[src/hw/rtl/i2cx_pkg.sv]
`timescale 1ns / 1ps

package i2cx_pkg;

	// Configuration register indexes and reset values.
	typedef enum logic [1:0] {
		CFG_WR_ADDR = 2'd0,
		CFG_RD_ADDR = 2'd1,
		CFG_DELAY   = 2'd2
	} cfg_reg_t;

	localparam int unsigned CFG_IDX_W  = 2;
	localparam int unsigned CFG_DATA_W = 16;

	localparam logic [7:0]  WR_ADDR_RESET = 8'd64;
	localparam logic [7:0]  RD_ADDR_RESET = 8'd65;
	localparam logic [15:0] DELAY_RESET   = 16'd100;

	localparam logic [7:0] SHADOW_RESET = 8'hFF;
	localparam logic [7:0] PIN_MAX      = 8'd7;
	localparam logic [3:0] BITS_PER_BYTE = 4'd8;

	typedef enum logic [1:0] {
		MODE_WRITE_ALL = 2'd0,
		MODE_SET_PIN   = 2'd1,
		MODE_READ_ALL  = 2'd2,
		MODE_READ_PIN  = 2'd3
	} mode_t;

	typedef enum logic [4:0] {
		PH_IDLE    = 5'd0,
		PH_ST_A    = 5'd1,
		PH_ST_B    = 5'd2,
		PH_TX1_LO  = 5'd3,
		PH_TX1_HI  = 5'd4,
		PH_ACK1_LO = 5'd5,
		PH_ACK1_HI = 5'd6,
		PH_TX2_LO  = 5'd7,
		PH_TX2_HI  = 5'd8,
		PH_ACK2_LO = 5'd9,
		PH_ACK2_HI = 5'd10,
		PH_RX_LO   = 5'd11,
		PH_RX_HI   = 5'd12,
		PH_MACK_LO = 5'd13,
		PH_MACK_HI = 5'd14,
		PH_SP_A    = 5'd15,
		PH_SP_B    = 5'd16,
		PH_SP_C    = 5'd17,
		PH_ABORT   = 5'd18
	} phase_t;

	typedef struct packed {
		logic [7:0]  write_address_byte;
		logic [7:0]  read_address_byte;
		logic [15:0] delay_ticks;
	} cfg_t;

	typedef struct packed {
		logic       cmd_valid;
		logic [1:0] mode;
		logic [7:0] pin_index;
		logic       pin_level;
		logic [7:0] write_byte;
		logic       sda_in;
	} cmd_item_t;

	typedef struct packed {
		logic       scl;
		logic       sda_out;
		logic       busy_res;
		logic       done_res;
		logic       ack_fail;
		logic [7:0] read_value;
		logic       pin_value;
		logic [7:0] port_image;
	} res_item_t;

endpackage

[src/hw/rtl/i2cx_stream_if.sv]
`timescale 1ns / 1ps

interface i2cx_stream_if #(
	parameter type item_t = logic
);
	logic  valid;
	logic  ready;
	item_t data;

	modport source (output valid, output data, input ready);
	modport sink   (input valid, input data, output ready);
endinterface

[src/hw/rtl/i2cx_cfg.sv]
`timescale 1ns / 1ps

module i2cx_cfg
	import i2cx_pkg::*;
(
	input  logic                  clk,
	input  logic                  arst_n,
	input  logic                  cfg_wr_en,
	input  logic [CFG_IDX_W-1:0]  cfg_index,
	input  logic [CFG_DATA_W-1:0] cfg_wdata,
	output cfg_t                  cfg
);

	cfg_t cfg_q;

	always_ff @(posedge clk or negedge arst_n) begin
		if (!arst_n) begin
			cfg_q.write_address_byte <= WR_ADDR_RESET;
			cfg_q.read_address_byte  <= RD_ADDR_RESET;
			cfg_q.delay_ticks        <= DELAY_RESET;
		end else if (cfg_wr_en) begin
			unique case (cfg_reg_t'(cfg_index))
				CFG_WR_ADDR: cfg_q.write_address_byte <= cfg_wdata[7:0];
				CFG_RD_ADDR: cfg_q.read_address_byte  <= cfg_wdata[7:0];
				CFG_DELAY:   cfg_q.delay_ticks        <= cfg_wdata;
				default: begin
					// Writes beyond the register list are dropped.
				end
			endcase
		end
	end

	assign cfg = cfg_q;

endmodule

[src/hw/rtl/i2cx_seq.sv]
`timescale 1ns / 1ps

module i2cx_seq
	import i2cx_pkg::*;
(
	input  logic      clk,
	input  logic      arst_n,
	input  logic      step_en,
	input  cfg_t      cfg,
	input  cmd_item_t cmd,
	output res_item_t res
);

	logic [7:0]  shadow_q, shadow_d;
	phase_t      phase_q, phase_d;
	logic [3:0]  bit_count_q, bit_count_d;
	logic [7:0]  shift_q, shift_d;
	logic [15:0] tick_q, tick_d;
	mode_t       mode_q, mode_d;
	logic [2:0]  pin_q, pin_d;
	logic [7:0]  pending_q, pending_d;
	logic        scl_q, scl_d;
	logic        sda_q, sda_d;

	logic [15:0] slot;
	logic        pin_ok;
	logic        go;
	phase_t      go_phase;
	logic        go_scl;
	logic        go_sda;
	logic        finish;
	logic        fail;

	assign slot   = (cfg.delay_ticks == '0) ? 16'd1 : cfg.delay_ticks;
	assign pin_ok = cmd.pin_index <= PIN_MAX;

	always_comb begin
		shadow_d    = shadow_q;
		phase_d     = phase_q;
		bit_count_d = bit_count_q;
		shift_d     = shift_q;
		tick_d      = tick_q;
		mode_d      = mode_q;
		pin_d       = pin_q;
		pending_d   = pending_q;
		scl_d       = scl_q;
		sda_d       = sda_q;
		go          = 1'b0;
		go_phase    = PH_IDLE;
		go_scl      = 1'b1;
		go_sda      = 1'b1;
		finish      = 1'b0;
		fail        = 1'b0;
		res         = '0;

		// Command start: only an idle master takes a command.
		if (phase_q == PH_IDLE && cmd.cmd_valid) begin
			unique case (mode_t'(cmd.mode))
				MODE_WRITE_ALL: begin
					mode_d    = MODE_WRITE_ALL;
					pin_d     = '0;
					pending_d = cmd.write_byte;
					phase_d   = PH_ST_A;
				end
				MODE_SET_PIN: begin
					if (pin_ok) begin
						shadow_d[cmd.pin_index[2:0]] = cmd.pin_level;
						mode_d    = MODE_SET_PIN;
						pin_d     = cmd.pin_index[2:0];
						pending_d = shadow_d;
						phase_d   = PH_ST_A;
					end
				end
				MODE_READ_ALL: begin
					mode_d  = MODE_READ_ALL;
					pin_d   = '0;
					phase_d = PH_ST_A;
				end
				MODE_READ_PIN: begin
					if (pin_ok) begin
						mode_d  = MODE_READ_PIN;
						pin_d   = cmd.pin_index[2:0];
						phase_d = PH_ST_A;
					end else begin
						res.done_res = 1'b1;
					end
				end
			endcase
			if (phase_d == PH_ST_A) begin
				scl_d  = 1'b1;
				sda_d  = 1'b1;
				tick_d = '0;
			end
		end

		// The lines show the level held at the start of this tick.
		res.scl     = scl_d;
		res.sda_out = sda_d;

		if (phase_d != PH_IDLE) begin
			res.busy_res = 1'b1;
			tick_d = tick_d + 16'd1;
			if (tick_d >= slot) begin
				unique case (phase_d)
					PH_ST_A: begin
						go = 1'b1; go_phase = PH_ST_B; go_scl = 1'b1; go_sda = 1'b0;
					end
					PH_ST_B: begin
						shift_d = mode_d[1] ? cfg.read_address_byte : cfg.write_address_byte;
						bit_count_d = '0;
						go = 1'b1; go_phase = PH_TX1_LO; go_scl = 1'b0; go_sda = shift_d[7];
					end
					PH_TX1_LO: begin
						go = 1'b1; go_phase = PH_TX1_HI; go_scl = 1'b1; go_sda = sda_d;
					end
					PH_TX2_LO: begin
						go = 1'b1; go_phase = PH_TX2_HI; go_scl = 1'b1; go_sda = sda_d;
					end
					PH_TX1_HI, PH_TX2_HI: begin
						shift_d     = {shift_d[6:0], 1'b0};
						bit_count_d = bit_count_d + 4'd1;
						go     = 1'b1;
						go_scl = 1'b0;
						if (bit_count_d >= BITS_PER_BYTE) begin
							go_phase = (phase_d == PH_TX1_HI) ? PH_ACK1_LO : PH_ACK2_LO;
							go_sda   = 1'b1;
						end else begin
							go_phase = (phase_d == PH_TX1_HI) ? PH_TX1_LO : PH_TX2_LO;
							go_sda   = shift_d[7];
						end
					end
					PH_ACK1_LO: begin
						go = 1'b1; go_phase = PH_ACK1_HI; go_scl = 1'b1; go_sda = 1'b1;
					end
					PH_ACK2_LO: begin
						go = 1'b1; go_phase = PH_ACK2_HI; go_scl = 1'b1; go_sda = 1'b1;
					end
					PH_ACK1_HI: begin
						bit_count_d = '0;
						go     = 1'b1;
						go_scl = 1'b0;
						if (cmd.sda_in) begin
							go_phase = PH_ABORT;
							go_sda   = 1'b1;
						end else if (!mode_d[1]) begin
							shift_d  = pending_d;
							go_phase = PH_TX2_LO;
							go_sda   = shift_d[7];
						end else begin
							shift_d  = '0;
							go_phase = PH_RX_LO;
							go_sda   = 1'b1;
						end
					end
					PH_ACK2_HI: begin
						go     = 1'b1;
						go_scl = 1'b0;
						if (cmd.sda_in) begin
							go_phase = PH_ABORT;
							go_sda   = 1'b1;
						end else begin
							go_phase = PH_SP_A;
							go_sda   = 1'b0;
						end
					end
					PH_RX_LO: begin
						go = 1'b1; go_phase = PH_RX_HI; go_scl = 1'b1; go_sda = 1'b1;
					end
					PH_RX_HI: begin
						shift_d     = {shift_d[6:0], cmd.sda_in};
						bit_count_d = bit_count_d + 4'd1;
						go     = 1'b1;
						go_scl = 1'b0;
						go_sda = 1'b1;
						go_phase = (bit_count_d >= BITS_PER_BYTE) ? PH_MACK_LO : PH_RX_LO;
					end
					PH_MACK_LO: begin
						go = 1'b1; go_phase = PH_MACK_HI; go_scl = 1'b1; go_sda = 1'b1;
					end
					PH_MACK_HI: begin
						go = 1'b1; go_phase = PH_SP_A; go_scl = 1'b0; go_sda = 1'b0;
					end
					PH_SP_A: begin
						go = 1'b1; go_phase = PH_SP_B; go_scl = 1'b1; go_sda = 1'b0;
					end
					PH_SP_B: begin
						go = 1'b1; go_phase = PH_SP_C; go_scl = 1'b1; go_sda = 1'b1;
					end
					PH_ABORT: begin
						finish = 1'b1;
						fail   = 1'b1;
					end
					default: begin
						finish = 1'b1;
					end
				endcase

				if (go) begin
					phase_d = go_phase;
					scl_d   = go_scl;
					sda_d   = go_sda;
					tick_d  = '0;
				end

				if (finish) begin
					phase_d      = PH_IDLE;
					tick_d       = '0;
					res.done_res = 1'b1;
					res.ack_fail = fail;
					if (mode_d[1]) begin
						// A failed read reports the shadow instead of the bus byte.
						if (!fail) begin
							shadow_d = shift_d;
						end
						res.read_value = shadow_d;
						if (mode_d == MODE_READ_PIN) begin
							res.pin_value = shadow_d[pin_d];
						end
					end else if (!fail) begin
						shadow_d = pending_d;
					end
				end
			end
		end

		res.port_image = shadow_d;
	end

	always_ff @(posedge clk or negedge arst_n) begin
		if (!arst_n) begin
			shadow_q    <= SHADOW_RESET;
			phase_q     <= PH_IDLE;
			bit_count_q <= '0;
			shift_q     <= '0;
			tick_q      <= '0;
			mode_q      <= MODE_WRITE_ALL;
			pin_q       <= '0;
			pending_q   <= '0;
			scl_q       <= 1'b1;
			sda_q       <= 1'b1;
		end else if (step_en) begin
			shadow_q    <= shadow_d;
			phase_q     <= phase_d;
			bit_count_q <= bit_count_d;
			shift_q     <= shift_d;
			tick_q      <= tick_d;
			mode_q      <= mode_d;
			pin_q       <= pin_d;
			pending_q   <= pending_d;
			scl_q       <= scl_d;
			sda_q       <= sda_d;
		end
	end

endmodule

[src/hw/rtl/i2c_io_expander_port_master.sv]
`timescale 1ns / 1ps
// A word accepted on cmd passes the input register cmd_s1 and then the result register res_s2 before it shows on res.
// Throughput: one word per cycle while res is not stalled; each cmd word is one tick of the bus sequencer,
// whose state update is a single pass between the input and result registers.
// Reset: arst_n is asynchronous; it empties both stages, idles the sequencer with
// both lines released, sets the shadow port to 0xFF and loads the register defaults.
module i2c_io_expander_port_master
	import i2cx_pkg::*;
(
	input  logic                  clk,
	input  logic                  arst_n,
	input  logic                  cfg_wr_en,
	input  logic [CFG_IDX_W-1:0]  cfg_index,
	input  logic [CFG_DATA_W-1:0] cfg_wdata,
	i2cx_stream_if.sink           cmd,
	i2cx_stream_if.source         res
);

	cfg_t      cfg;
	cmd_item_t cmd_s1;
	logic      valid_s1;
	res_item_t res_s2;
	logic      valid_s2;
	res_item_t step_res;
	logic      step_en;

	// A tick is applied when the result register is free or being drained.
	assign step_en   = valid_s1 && (!valid_s2 || res.ready);
	assign cmd.ready = !valid_s1 || step_en;

	i2cx_cfg u_cfg (
		.clk       (clk),
		.arst_n    (arst_n),
		.cfg_wr_en (cfg_wr_en),
		.cfg_index (cfg_index),
		.cfg_wdata (cfg_wdata),
		.cfg       (cfg)
	);

	i2cx_seq u_seq (
		.clk     (clk),
		.arst_n  (arst_n),
		.step_en (step_en),
		.cfg     (cfg),
		.cmd     (cmd_s1),
		.res     (step_res)
	);

	always_ff @(posedge clk or negedge arst_n) begin
		if (!arst_n) begin
			valid_s1 <= 1'b0;
		end else if (cmd.ready) begin
			valid_s1 <= cmd.valid;
		end
	end

	always_ff @(posedge clk) begin
		if (cmd.ready && cmd.valid) begin
			cmd_s1 <= cmd.data;
		end
	end

	always_ff @(posedge clk or negedge arst_n) begin
		if (!arst_n) begin
			valid_s2 <= 1'b0;
		end else if (step_en) begin
			valid_s2 <= 1'b1;
		end else if (res.ready) begin
			valid_s2 <= 1'b0;
		end
	end

	always_ff @(posedge clk) begin
		if (step_en) begin
			res_s2 <= step_res;
		end
	end

	assign res.valid = valid_s2;
	assign res.data  = res_s2;

endmodule

[src/flat_wrapper.sv]
// flat-port wrapper written by rule: the top's interface ports become plain ports
module i2c_io_expander_port_master_flat import i2cx_pkg::*;
  (clk, arst_n, cfg_wr_en, cfg_index, cfg_wdata, cmd_valid, cmd_data, cmd_ready, res_valid, res_data, res_ready);
  i2cx_stream_if #(.item_t(cmd_item_t)) cmd_i ();
  i2cx_stream_if #(.item_t(res_item_t)) res_i ();
  input  logic clk;
  input  logic arst_n;
  input  logic cfg_wr_en;
  input  logic [CFG_IDX_W-1:0] cfg_index;
  input  logic [CFG_DATA_W-1:0] cfg_wdata;
  input wire logic [$bits(cmd_i.valid)-1:0] cmd_valid;
  input wire logic [$bits(cmd_i.data)-1:0] cmd_data;
  output wire logic [$bits(cmd_i.ready)-1:0] cmd_ready;
  output wire logic [$bits(res_i.valid)-1:0] res_valid;
  output wire logic [$bits(res_i.data)-1:0] res_data;
  input wire logic [$bits(res_i.ready)-1:0] res_ready;
  assign cmd_i.valid = cmd_valid;
  assign cmd_i.data = cmd_data;
  assign cmd_ready = cmd_i.ready;
  assign res_valid = res_i.valid;
  assign res_data = res_i.data;
  assign res_i.ready = res_ready;
  i2c_io_expander_port_master u_core (.clk(clk), .arst_n(arst_n), .cfg_wr_en(cfg_wr_en), .cfg_index(cfg_index), .cfg_wdata(cfg_wdata), .cmd(cmd_i), .res(res_i));
endmodule
[config.mk]
export PLATFORM = sky130hd
export DESIGN_NAME = i2c_io_expander_port_master_flat
export DESIGN_NICKNAME = d
export VERILOG_FILES = /design/src/hw/rtl/i2cx_pkg.sv /design/src/hw/rtl/i2cx_stream_if.sv /design/src/hw/rtl/i2cx_cfg.sv /design/src/hw/rtl/i2cx_seq.sv /design/src/hw/rtl/i2c_io_expander_port_master.sv /design/src/flat_wrapper.sv
export SDC_FILE = /design/constraint.sdc
export NUM_CORES = 1
export LEC_CHECK = 0
export ABC_CLOCK_PERIOD_IN_PS = 5600
export BUFFER_PORTS_ARGS = -buffer_cell sky130_fd_sc_hd__buf_2
export CORE_MARGIN = 5
export CORE_UTILIZATION = 60
export DETAILED_ROUTE_END_ITERATION = 8
export PLACE_DENSITY = 0.8
export RECOVER_POWER = 25
export SLEW_MARGIN = 20
export SYNTH_ARGS = -nofsm -noshare
export SYNTH_HDL_FRONTEND = slang
export SYNTH_SLANG_ARGS = --single-unit
[constraint.sdc]
create_clock -name clk -period 5.6 [get_ports clk]
set_input_delay 1.4 -clock clk [delete_from_list [all_inputs] [get_ports clk]]
set_output_delay 1.4 -clock clk [all_outputs]
set_load 0.03 [all_outputs]
==> results of run 1 <==
worst min-delay path: stages (launching register included):
cell     delay, ns
dfrtp_1       0.34
nand2_1       0.05
nand2_1       0.06
through the flow:
stage               hold WS [ns]  cell area (sq um)  total power, mW  std cells  util (%)
finish                    0.4796               8559            3.004        988     70.96
floorplan                 0.4395               7437            1.649        742         -
global placement          0.4554               7954            1.841        956     65.94
detailed placement        0.4614               7959            1.869        956     65.99
global route              0.5030               8559            3.124        988     70.96
CTS                       0.4751               8567            3.002        988     71.03
flip-flops by register name, summed over array words and instances, names as in the netlist, 2 cells and up:
| name | flops |
|---|---|
| u_core.u_seq.tick_q | 16 |
| u_core.u_seq.bit_count_q | 4 |
| u_core.cmd_s1 | 21 |
| u_core.u_cfg.cfg | 32 |
| u_core.u_seq.pending_q | 8 |
| u_core.u_seq.pin_q | 3 |
| u_core.u_seq.mode_q | 2 |
| u_core.u_seq.shift_q | 8 |
| u_core.u_seq.shadow_q | 8 |
| u_core.u_seq.phase_q | 5 |
| u_core.res.data | 22 |
final cells by class:
type / instances / area [sq um]
clock inverter: 12 / 128.9
inverter: 23 / 86.33
tap: 168 / 210.2
fill: 877 / 3502
multi-input combinational: 549 / 3641
timing repair buffer: 83 / 450.4
clock buffer: 20 / 479.2
sequential: 133 / 3563
cell usage in the layout, fill, tap and decap left out, drive strengths merged, types with 5 or more instances in the layout:
master / netlist / final
nand3b: 6 / 6
o211ai: 10 / 10
a31oi: 9 / 9
xnor2: 9 / 9
nor2b: 11 / 11
or3: 6 / 6
nor3: 20 / 20
a22o: 14 / 14
a211oi: 8 / 8
nor2: 53 / 53
buf: 7 / 80
edfxtp: 43 / 43
dfstp: 16 / 16
and2: 6 / 6
nand2: 92 / 92
nand4: 7 / 7
dfrtp: 74 / 74
inv: 23 / 30
mux2: 49 / 49
mux2i: 23 / 23
nor4: 7 / 7
and3: 8 / 8
clkbuf: 30 / 23
xor2: 6 / 6
a21oi: 38 / 38
nand3: 17 / 17
ha: 19 / 19
nor3b: 5 / 5
o21ai: 62 / 62
nand2b: 7 / 7
logic make-up after synthesis:
logic type | after synthesis | synth area share (%)
AO/OA/AOI/OAI | 188 | 16.72
multiplexers | 72 | 10.57
XOR/XNOR | 15 | 1.767
AND/OR/NAND/NOR | 255 | 16.62
buffers and inverters | 60 | 3.213
flip-flops | 133 | 47.91
adder cells (fa/ha/maj) | 19 | 3.197
per-layer routing:
layer / vias to the layer above / global-route usage [%] / share of wire (%)
met1: 2992 / 42.22 / 45
met3: 23 / 7.506 / 9.7
met5: - / 0 / 0
met2: 317 / 39.69 / 44
met4: 0 / 7.283 / 1.7
li1: 2888 / - / -
power by group:
group	internal [mW]	total, mW	switching, mW	leakage, nW
sequential	1.13	1.23	0.0927	1.53
clock	0.679	1.13	0.454	0.301
combinational	0.233	0.645	0.412	1.77
path summary, 6_finish.rpt:
path                       cells after the start  slack [ns]                     endpoint
max                                           20        0.35     u_core.u_seq.shadow_q[1]
min                                            2        0.48    u_core.u_seq.pending_q[2]
max reg2reg                                   20        0.35     u_core.u_seq.shadow_q[1]
min reg2reg                                    2        0.48    u_core.u_seq.pending_q[2]
max in group asynchronous                      2        1.70  u_core.u_seq.bit_count_q[2]
min in group asynchronous                      1        1.59          u_core.u_cfg.cfg[4]
==> impl_metrics.tcl, run 1 <==
set metrics [dict create \
    outcome "finished, violations left" \
    post_drt_wl_per_cell_um 20.28 \
    grt_pass1_vias 5868 \
    final_antenna_net_count 0 \
    start_util_pct 61.66 \
    powerDensity_nw_per_um2 351.0 \
    dieArea_sq_um 14720 \
    cts_inserted_buffers 17 \
    antenna_found_initial 0 \
    critical_path.startpoint_type "flop" \
    crit_family "simple AND/OR/NAND/NOR gates" \
    dp_hpwl_mm 14.68 \
    yosysTopAreaCellShare_pct 24.90 \
    die_y_um 121.3 \
    path_cells "or3b_1 > nor2_1 > nand2_1 > and2_1 > ha_1 > nand4_1 > nor4_1 > buf_4 > nand3_1 > xor2_1 > nor2_1 > ha_1 > nand4_1 > a211oi_1 > a2111oi_1 > buf_4 > or3_1 > a211oi_1 > a21oi_1 > mux2_2" \
    critPathKind "flop to flop" \
    diodes 0 \
    vias 6220 \
    min_from "u_core.u_seq.pending_q[2]" \
    io_buffer_count 67 \
    fmaxAchievable_mhz 190.4 \
    crit_required_ns 5.95 \
    area_growth_pct 15.09 \
    hold_viol_final 0 \
    tightest_slew_ns 2.120 \
    grt_usage_pct 27.91 \
    fin_setup_tns_ns 0 \
    drt_iter0_markers 761 \
    slowest_delay_ns 0.55 \
    arrival_ns 5.60 \
    synth_warnings 0 \
    finalWorstSetupSlack_ns 0.3475 \
    synthTopCellsByArea "dfrtp_1 25%, edfxtp_1 17%, mux2_2 7.3%" \
    synth_largest_area_cell "dfrtp_1" \
    hold_buffers 0 \
    layout_min_cycle_time_ns 5.253 \
    r2r-start "u_core.u_seq.phase_q[2]" \
    syn_area_sq_um 7437 \
    synthCells 742 \
    cap_viol_max_count 1 \
    htree_num_levels 4 \
    skew_ns 0.008647 \
    endpoint_kind "flop" \
    crit_slowest_cell "or3b_1" \
    synth.most_common_cell "nand2_1" \
    slew_viol_final 39 \
    synth_seq_cells 133 \
    rsz0062_at_grt "no" \
    synth_edf_count 43 \
    viasPerCell 6.296 \
    grt_pass1_wl_mm 31.64 \
    final_nets 870 \
    drive_gt1_share_pct 22.93 \
    synth-async-reset-ratio_pct 67.67 \
    p_leak_nw 3.609 \
    syn-num-nets 805 \
    clock_path_buffers 2 \
    path_max_fanout 17 \
    ioPinCount 68 \
    grt_max_degree 54 \
    violations "max-capacitance violations, max-slew violations" \
    finalSetupViolations 0 \
    clkTransAtPathRegs_ns 0.06 \
    ys_seq_area_share_pct 47.91 \
    first_pass_iters 5 \
    ys.flop_type "dfrtp_1" \
    slew_headroom_pct -41.31 \
    grt-ovfl-total 0 \
    post_cts_buffers 0 \
    gp_congestion 0.9490 \
    drc 0 \
    crit_path_start "u_core.u_seq.phase_q[2]" \
    cts.root.buffer_cell "clkbuf_16" \
    routed_wl_mm 20.04 \
    synth.distinct_cells 69 \
    ys_top_cells_by_count "91 x nand2_1, 74 x dfrtp_1, 55 x o21ai_0" \
    fin_crit_sh_pct 93.80 \
    critical_path_buf_inv_count 2 \
    fp.dieW_um 121.3 \
    fp-row-count 40 \
    hold_path.class "flop to flop" \
    core_sq_um 12060 \
    clkSinkCount 133 \
    avgSynthCellArea_sq_um 10.02 \
    postCtsResizedCells 0 \
    clock_latency_ns 0.42 \
    cts_tree "built" \
    ir_drop_mv 0.3593 \
    place_ws_ns 0.4616 \
]
Power figures use the tool's default switching activity.
==> run 2: changes to the inputs <==
RECOVER_POWER = default   (was 25)
==> run 2 against run 1 <==
Compared with the run above:
- the flow now finishes without violations
- non-clock buffer count is the same
- wire length fell by 0.26%
- highest routed layer unchanged
- maximum frequency shrank 0.22%
- critical path type unchanged
- critical path depth stayed put
- hold slack gained 0.0015 ns
==> impl_metrics.tcl, run 2 (synthesis results as in run 1) <==
set metrics [dict create \
    layout_min_cycle_time_ns 5.264 \
    fin_crit_sh_pct 94.00 \
    pwr-share-seq_pct 40.8 \
    post_cts_buffers 0 \
    largest_reg_flops 32 \
    area_growth_pct 15.19 \
    core_sq_um 12060 \
    clock_path_buffers 2 \
    gp_congestion 0.9490 \
    final_nets 870 \
    finalSetupViolations 0 \
    hold_buffers 0 \
    critPathKind "flop to flop" \
    grt-ovfl-total 0 \
    grt_max_degree 54 \
    endpoint_kind "flop" \
    ioPinCount 68 \
    ir_drop_mv 0.3589 \
    cts_inserted_buffers 17 \
    dieArea_sq_um 14720 \
    fin_cells 988 \
    grt_pass1_wl_mm 31.64 \
    dp_hpwl_mm 14.68 \
    fin_setup_tns_ns 0 \
    vias 6181 \
    clock_power_share_pct 37.7 \
    final_cell_mix "91 x nand2_1, 74 x dfrtp_1, 66 x buf_2, 55 x o21ai_0, 53 x nor2_1" \
    drt_iter0_markers 788 \
    grt_pass1_vias 5868 \
    io_buffer_count 67 \
    pwr-share-comb_pct 21.5 \
    grt_usage_pct 27.91 \
    switchingPower_mw 0.9555 \
    outcome "finished, final reports clean" \
    htree_num_levels 4 \
    arrival_ns 5.61 \
    drive_gt1_share_pct 23.29 \
    first_pass_iters 6 \
    layout_commonest_cell "nand2_1" \
    crit_required_ns 5.95 \
    design_area_sq_um 8567 \
    cap_viol_max_count 0 \
    skew_ns 0.009168 \
    cts_tree "built" \
    fp.dieW_um 121.3 \
    diodes 0 \
    postCtsResizedCells 0 \
    place_ws_ns 0.4616 \
    powerDensity_nw_per_um2 350.4 \
    power_mw 3.002 \
    slew_viol_final 0 \
    p_leak_nw 3.616 \
    final_antenna_net_count 0 \
    cts.root.buffer_cell "clkbuf_16" \
    drc 0 \
    post_drt_wl_per_cell_um 20.23 \
    critical_path.startpoint_type "flop" \
    clkSinkCount 133 \
    antenna_found_initial 0 \
    die_y_um 121.3 \
    clock_latency_ns 0.42 \
    clkTransAtPathRegs_ns 0.06 \
    start_util_pct 61.66 \
    placed_area_sq_um 7959 \
    finalWorstSetupSlack_ns 0.3361 \
    switching_share_pct 31.83 \
    tightest_slew_ns 1.066 \
    power.internal_mw 2.046 \
    rsz0062_at_grt "no" \
    hold_viol_final 0 \
    routed_wl_mm 19.99 \
    fillers 875 \
    slew_headroom_pct 28.96 \
    path_max_fanout 17 \
    fp-row-count 40 \
    viasPerCell 6.256 \
    dp_cells 956 \
    fmaxAchievable_mhz 190.0 \
    hold_path.class "flop to flop" \
]
-- run 2: cell count changes in the layout (fill, tap and decap cells not counted) --
cell      delta
clkbuf_2     -1
mux2_2       +1
mux2_1       -1
clkbuf_1     -2
buf_2        +1
buf_4        +2
-- run 2: stage by stage --
| step | util (%) | hold slack, ns |
|---|---|---|
| finish | 71.03 | 0.4811 |
| floorplan | - | 0.4395 |
| CTS | 71.03 | 0.4751 |
| detailed placement | 65.99 | 0.4614 |
| global route | 71.03 | 0.5030 |
| global placement | 65.94 | 0.4554 |
-- run 2: layer usage --
| layer | GRT usage, % | vias up | share of wire [%] |
|---|---|---|---|
| met5 | 0 | - | 0 |
| met4 | 7.283 | 0 | 1.6 |
| met3 | 7.506 | 21 | 9.1 |
| met2 | 39.69 | 293 | 44 |
| met1 | 42.22 | 2980 | 45 |
| li1 | - | 2887 | - |
-- run 2: power by group through the flow --
stage	Clock (mW)	Combinational [mW]	Sequential, mW
after floorplan	0	0.418	1.23
after global placement	0	0.611	1.23
after detailed placement	0	0.630	1.24
after CTS	1.14	0.635	1.22
after global routing	1.18	0.701	1.24
final	1.13	0.645	1.23
-- run 2: path summary, 6_finish.rpt --
kind / start / to / slack, ns / cells past startpoint
hold / removal: u_core.u_seq.pending_q[2] / u_core.u_seq.pending_q[2] / 0.48 / 2
max in group asynchronous: arst_n / u_core.u_seq.bit_count_q[2] / 3.53 / 2
setup reg to reg: u_core.u_seq.phase_q[2] / u_core.u_seq.shadow_q[1] / 0.34 / 20
min in group asynchronous: arst_n / u_core.u_cfg.cfg[4] / 0.95 / 1
hold reg to reg: u_core.u_seq.pending_q[2] / u_core.u_seq.pending_q[2] / 0.48 / 2
setup / recovery: u_core.u_seq.phase_q[2] / u_core.u_seq.shadow_q[1] / 0.34 / 20
-- run 2: layout make-up --
class | instances | area [sq um] | share of cell area [%]
well taps | 168 | 210.2 | 2.454
clock inverters | 12 | 128.9 | 1.504
clock buffers | 20 | 479.2 | 5.594
repair buffers | 83 | 457.9 | 5.345
flip-flops and latches | 133 | 3563 | 41.59
multi-input cells | 549 | 3641 | 42.50
inverters | 23 | 86.33 | 1.008
-- run 2: worst max-delay path: stages, from the launching register on --
cell and delay (ns):
dfrtp_1 0.54, or3b_1 0.55, nor2_1 0.34, nand2_1 0.28, and2_1 0.28, ha_1 0.27, nand4_1 0.26, nor4_1 0.09
buf_4 0.15, nand3_1 0.09, xor2_1 0.14, nor2_1 0.08, ha_1 0.31, nand4_1 0.12, a211oi_1 0.28, a2111oi_1 0.14
buf_4 0.21, or3_1 0.50, a211oi_1 0.22, a21oi_1 0.09, mux2_2 0.28
